==> src/hw/rtl/idmt_pkg.sv <==
// Package with the shared types, codes and helpers of the ID membership table.
`default_nettype none

package idmt_pkg;

  // Table geometry.
  localparam int SLOTS = 20;
  localparam int IDX_W = (SLOTS > 1) ? $clog2(SLOTS) : 1;
  localparam int ID_W = 8;
  localparam int SLOT_W = 5;

  // Operation codes.
  localparam logic [1:0] FUNC_LOOKUP = 2'd0;
  localparam logic [1:0] FUNC_ADD    = 2'd1;
  localparam logic [1:0] FUNC_REMOVE = 2'd2;

  // Outcome codes.
  localparam logic [2:0] OUT_ABSENT   = 3'd0;
  localparam logic [2:0] OUT_PRESENT  = 3'd1;
  localparam logic [2:0] OUT_ADDED    = 3'd2;
  localparam logic [2:0] OUT_ALREADY  = 3'd3;
  localparam logic [2:0] OUT_FULL     = 3'd4;
  localparam logic [2:0] OUT_REMOVED  = 3'd5;
  localparam logic [2:0] OUT_NOTFOUND = 3'd6;

  typedef struct packed {
    logic [1:0]      func;
    logic [ID_W-1:0] peer_id;
  } in_item_t;

  typedef struct packed {
    logic [2:0]        outcome;
    logic [SLOT_W-1:0] slot;
  } out_item_t;

  // Access request from the sequencer to the slot store.
  typedef struct packed {
    logic             wr_en;
    logic [IDX_W-1:0] addr;
    logic [ID_W-1:0]  wr_data;
  } store_req_t;

  // Reported slot index: the low bits of the scan index.
  function automatic logic [SLOT_W-1:0] to_slot(input logic [IDX_W-1:0] idx);
    logic [31:0] wide;
    wide = 32'(idx);
    return wide[SLOT_W-1:0];
  endfunction

endpackage

`default_nettype wire

==> src/hw/rtl/idmt_slot_store.sv <==
// Slot store of the ID membership table: one read and one write port at the scan index.
`default_nettype none

module idmt_slot_store
  import idmt_pkg::*;
(
  input  wire logic            clk,
  input  wire logic            rst,
  input  wire store_req_t      req,
  output logic [ID_W-1:0]      rd_data
);

  logic [ID_W-1:0] slots [SLOTS];

  // All slots are empty after reset.
  always_ff @(posedge clk) begin
    if (rst) begin
      for (int i = 0; i < SLOTS; i++) begin
        slots[i] <= '0;
      end
    end else if (req.wr_en) begin
      slots[req.addr] <= req.wr_data;
    end
  end

  assign rd_data = slots[req.addr];

endmodule

`default_nettype wire

==> src/hw/rtl/idmt_scan_seq.sv <==
// Scan sequencer and shared compare unit of the ID membership table.
`default_nettype none

module idmt_scan_seq
  import idmt_pkg::*;
(
  input  wire logic            clk,
  input  wire logic            rst,
  input  wire logic            start,
  input  wire in_item_t        cmd,
  output logic                 busy,
  output logic                 done,
  output out_item_t            result,
  output store_req_t           req,
  input  wire logic [ID_W-1:0] rd_data
);

  localparam logic [0:0] ST_IDLE = 1'b0;
  localparam logic [0:0] ST_SCAN = 1'b1;

  logic [0:0]       state;
  logic [0:0]       state_next;
  logic [IDX_W-1:0] idx;
  logic [1:0]       func;
  logic [ID_W-1:0]  peer_id;

  logic             finish;
  out_item_t        res_next;
  logic             hit_eq;
  logic             hit_empty;
  logic             last;

  // The shared compare unit looks at one slot per cycle.
  assign hit_eq    = (rd_data == peer_id);
  assign hit_empty = (rd_data == '0);
  assign last      = (idx == IDX_W'(SLOTS - 1));

  always_comb begin
    finish      = 1'b0;
    res_next    = '0;
    req.addr    = idx;
    req.wr_en   = 1'b0;
    req.wr_data = peer_id;
    state_next  = state;
    if (state == ST_SCAN) begin
      unique case (func)
        FUNC_ADD: begin
          if (hit_empty) begin
            req.wr_en = 1'b1;
            finish    = 1'b1;
            res_next  = '{outcome: OUT_ADDED, slot: to_slot(idx)};
          end else if (hit_eq) begin
            finish   = 1'b1;
            res_next = '{outcome: OUT_ALREADY, slot: to_slot(idx)};
          end else if (last) begin
            finish   = 1'b1;
            res_next = '{outcome: OUT_FULL, slot: '0};
          end
        end
        FUNC_REMOVE: begin
          if (hit_eq) begin
            req.wr_en   = 1'b1;
            req.wr_data = '0;
            finish      = 1'b1;
            res_next    = '{outcome: OUT_REMOVED, slot: to_slot(idx)};
          end else if (last) begin
            finish   = 1'b1;
            res_next = '{outcome: OUT_NOTFOUND, slot: '0};
          end
        end
        default: begin
          // Lookup, and the unused code that behaves as one.
          if (hit_eq) begin
            finish   = 1'b1;
            res_next = '{outcome: OUT_PRESENT, slot: to_slot(idx)};
          end else if (last) begin
            finish   = 1'b1;
            res_next = '{outcome: OUT_ABSENT, slot: '0};
          end
        end
      endcase
      if (finish) begin
        state_next = ST_IDLE;
      end
    end else if (start) begin
      state_next = ST_SCAN;
    end
  end

  always_ff @(posedge clk) begin
    if (rst) begin
      state <= ST_IDLE;
      done  <= 1'b0;
    end else begin
      state <= state_next;
      done  <= finish;
    end
  end

  // Payload registers.
  always_ff @(posedge clk) begin
    if (state == ST_IDLE && start) begin
      func    <= cmd.func;
      peer_id <= cmd.peer_id;
      idx     <= '0;
    end else if (state == ST_SCAN) begin
      idx <= idx + IDX_W'(1);
    end
    if (finish) begin
      result <= res_next;
    end
  end

  assign busy = (state == ST_SCAN);

endmodule

`default_nettype wire

==> src/hw/rtl/id_membership_table.sv <==
// Top level of the ID membership table: a small associative table of peer IDs.
`default_nettype none

// The table holds SLOTS peer IDs of 8 bits; a slot that holds zero is empty.
// A command beat is taken at a rising edge where start is high and busy is
// low. The command carries an operation (lookup, add or remove) and an ID.
// The sequencer then scans the slots from slot 0 upward, one slot per cycle,
// through a single shared compare unit, and busy stays high meanwhile.
// The scan ends at the first slot that settles the command, or after the
// last slot when none does. The result beat follows in the cycle
// after the scan ends, on result for exactly one cycle marked by done.
// The next command may be accepted in that same cycle; no new command is
// taken while a scan is still in progress.
// The receiver has no way to hold results off; each done beat is taken at
// the edge that ends its cycle. Synchronous reset empties every slot at
// once and returns the sequencer to idle with no result pending.
module id_membership_table
  import idmt_pkg::*;
(
  input  wire logic     clk,
  input  wire logic     rst,
  input  wire logic     start,
  input  wire in_item_t cmd,
  output logic          busy,
  output logic          done,
  output out_item_t     result
);

  store_req_t      req;
  logic [ID_W-1:0] rd_data;

  // Sequencer with the comparator; it drives the store's single address.
  idmt_scan_seq u_seq (
    .clk     (clk),
    .rst     (rst),
    .start   (start),
    .cmd     (cmd),
    .busy    (busy),
    .done    (done),
    .result  (result),
    .req     (req),
    .rd_data (rd_data)
  );

  // Slot registers, read and written at the scan index.
  idmt_slot_store u_store (
    .clk     (clk),
    .rst     (rst),
    .req     (req),
    .rd_data (rd_data)
  );

  // A result beat never overlaps a scan in progress.
  assert property (@(posedge clk) disable iff (rst) done |-> !busy)
    else $error("result strobe while the scan is still busy");

  // An accepted command always starts a scan.
  assert property (@(posedge clk) disable iff (rst) (start && !busy) |=> busy)
    else $error("accepted command did not start a scan");

  // The table changes only during a scan.
  assert property (@(posedge clk) disable iff (rst) req.wr_en |-> busy)
    else $error("slot written outside a scan");

  // Outcomes that involve no slot report slot zero.
  assert property (@(posedge clk) disable iff (rst)
    (done && (result.outcome == OUT_ABSENT || result.outcome == OUT_FULL ||
              result.outcome == OUT_NOTFOUND)) |-> (result.slot == '0))
    else $error("miss outcome reported a nonzero slot");

endmodule

`default_nettype wire

==> config.mk <==
export PLATFORM = sky130hd
export DESIGN_NAME = id_membership_table
export DESIGN_NICKNAME = d
export VERILOG_FILES = /design/src/hw/rtl/idmt_pkg.sv /design/src/hw/rtl/idmt_slot_store.sv /design/src/hw/rtl/idmt_scan_seq.sv /design/src/hw/rtl/id_membership_table.sv
export SDC_FILE = /design/constraint.sdc
export NUM_CORES = 1
export LEC_CHECK = 0
export BUFFER_PORTS_ARGS = -buffer_cell sky130_fd_sc_hd__buf_2
export CORE_MARGIN = 2
export CORE_UTILIZATION = 48
export DETAILED_ROUTE_END_ITERATION = 12
export SETUP_SLACK_MARGIN = 0.3
export SYNTH_ARGS = -nofsm -noshare
export SYNTH_HDL_FRONTEND = slang
export SYNTH_HIERARCHICAL = 1
export SYNTH_SLANG_ARGS = --single-unit
==> constraint.sdc <==
create_clock -name clk -period 12.3 [get_ports clk]
set_input_delay 2.46 -clock clk [delete_from_list [all_inputs] [get_ports clk]]
set_output_delay 2.46 -clock clk [all_outputs]
set_load 0.1 [all_outputs]
==> results.cfg <==
[finish]
antenna_cells = 0
drive_gt1_frac = 0.150
nets = 890
area_growth_pct = 9.62

[synth]
synth_flop_cell = edfxtp_1
ys_ff_latch = 281
mappedNetlistNets = 887
synth.most_common_cell = edfxtp_1
synth.area.top_cells = edfxtp_1, mux2i_1, and2_1
syn_area_sq_mm = 0.0127
synth_top_area_share = 0.650
async_reset_ff_frac = 0
yosysSeqAreaShare = 0.661
netlist_top_cells_count = edfxtp_1, and2_1, mux2i_1
netlist_instances = 871
yosysWarningCount = 6
yosys.area.top_type = edfxtp_1
avgSynthCellArea_sq_um = 14.5
netlist-cell-type-count = 53
synth_edf_count = 274

[clock_network]
cts_hold_buffers = 0
worstSkewPairLatency_ns = 0.54
post_cts_resize_count = 0
clk_pin_slew_ns = 0.06
cts_tree = done
postCtsSetupBuffers = 0
cts_made_buffers = 29
clockRootBuffer = clkbuf_16
cts_max_level = 1
cts_num_sinks = 281
max-clock-path-buffers = 3

[global_routing]
top_usage_layer = met2
grt_antenna_before_repair = 0
grt_overflow = 0
grt_max_degree = 65
grt_pass1_wl_um = 45700
grt_use_met3 = 0.0357
first_global_vias = 7343
use_met2 = 0.352
track_usage = 0.216
grt_use_met1 = 0.303

[timing]
hold_viol_final = 0
period_needed_ns = 6.87
setup_violations = 0
rsz0062_at_grt = false
max_slew.worst_pin.slew_ns = 1.16
period_share = 0.558
drv_slew = 0
skew_ns = 0.0122
slew-limit-headroom = 0.220
fin_setup_tns_ns = 0
finalWorstSetupSlack_ns = 5.43
clock.fmax_mhz = 146

[routing]
drt_iter0_drc = 698
vias = 7230
final_antenna_net_count = 0
drc = 0
drt-total-wl_um = 29800
vias_per_cell = 5.87
drt-pass1-iter-count = 5
wl_per_cell_um = 24.2

[worst_setup_path]
critPathMaxFanout = 64
rr_startpoint = u_seq/idx[1]
cp_slowest_stage_delay_ns = 1.04
critPathCaptureType = flip-flop
crit_family = simple AND/OR/NAND/NOR gates
path_cells = buf_4 > buf_4 > mux2i_1 > o22ai_1 > nor4_1 > nand2_1 > xnor2_1 > nand2_1 > nor3_4 > a21oi_1 > nor3_1 > or4b_4 > nor3_1
startpoint = u_seq/idx[1]
required_ns = 12.45
path_class = flip-flop to flip-flop
r2r_cells = 13
crit_cells = 13
cp_slowest_cell = dfxtp_4
path_buf_inv = 2
crit_arrival_ns = 7.02
start_kind = flip-flop

[die]
core_area_sq_mm = 0.0260
die_h_um = 166
die-area_sq_mm = 0.0277
num_rows = 59
ioPinCount = 23
die_x_um = 166
start_util = 0.487

[placement]
port_buffers = 22
dp_hpwl_um = 20000
gp_congestion = 0.837
place_ws_ns = 5.54

[flow_run]
drv_cap = 0

[power_and_ir_drop]
p_int_w = 0.00167
power_switching_w = 0.000501
combPwrFrac = 0.095
power.density_mw_per_mm2 = 156
total_power_w = 0.00217
vdd_drop_max_mv = 0.119
p_leak_nw = 4.82
swShare = 0.231
clkPwrFrac = 0.397
seq_power_share = 0.508

[min_path]
min_from = u_seq/busy
hp-class = flip-flop to flip-flop
hold_path_depth = 2

[run_status]
status = complete, no violations
-- power groups by stage --
stage          Combinational (W)  Sequential, W  Clock (W)
2_1_floorplan           0.000170        0.00110          0
3_3_place_gp            0.000201        0.00112          0
3_5_place_dp            0.000205        0.00112          0
4_1_cts                 0.000206        0.00110   0.000878
5_1_grt                 0.000219        0.00110   0.000914
6_report                0.000205        0.00110   0.000860
-- routing by layer --
layer	wire length (um)	share of wire
met5	0	0
met4	801	0.027
met3	1740	0.058
met2	14200	0.48
met1	13000	0.44
-- worst register-to-register path: cells and delay by family, from the launching register on --
kind / cells / cell delay (ns)
buf+inv: 2 / 1.35
flops: 1 / 1.04
mux: 1 / 0.31
compound gates: 2 / 0.26
xor+xnor: 1 / 0.20
simple gates: 7 / 3.31
-- area by class of cell --
cell class | instances | area (sq um)
timing repair buffer | 28 | 155
clock buffer | 35 | 748
clock inverter | 18 | 181
fill | 2105 | 12100
multi-input combinational | 529 | 3980
inverter | 5 | 18.8
sequential | 281 | 8370
tap | 335 | 419
-- state kept, by name, summed over array words and instances, names as in the netlist --
name,cells
u_seq/peer_id,8
u_seq/done,1
u_seq/idx,5
u_seq/busy,1
u_seq/result,8
u_store/slots,256
u_seq/func,2
-- through the flow --
step	cells	utilization	hold WS (ns)	instance area, sq um
2_1_floorplan	871	-	0.479	12700
3_3_place_gp	1178	0.498	0.633	12900
3_5_place_dp	1178	0.498	0.619	12900
4_1_cts	1231	0.534	0.647	13900
5_1_grt	1231	0.534	0.712	13900
6_report	1231	0.534	0.635	13900
-- cells by family after synthesis --
family,Yosys count,synth area share
AOI/OAI and AO/OA,77,0.0406
xor gates and xnor gates,10,0.00692
adders and majority gates,3,0.00297
buffers and inverters,61,0.0244
DFF,281,0.661
muxes,128,0.101
and+or+nand+nor,311,0.163
-- layout by cell type (no fill, tap or decap), types with 3 or more instances in the layout --
cell type and instances:
bufinv_16 4, buf_4 6, nor2_1 22, clkinv_2 7, nand4bb_1 6, edfxtp_1 274
nor2_8 5, ha_1 3, xnor2_1 9, clkbuf_16 29, mux2i_1 128, nand3_1 5
or2_2 20, buf_2 22, nand2_1 18, o22ai_1 62, a31o_2 3, or4b_1 3
clkinv_1 7, clkbuf_1 6, nor2b_1 5, nand4b_2 3, nor2_2 12, dfxtp_1 6
nor3_1 5, and2_2 8, nor4_1 18, and2_1 161, inv_1 5
-- worst paths after layout --
check                    endpoint  slack (ns)
min reg2reg          u_seq/idx[1]        0.64
max          u_store/slots[24][5]        5.43
max reg2reg  u_store/slots[24][5]        5.43
min                  u_seq/idx[1]        0.64
No activity file was read; power rests on OpenSTA's default activity.
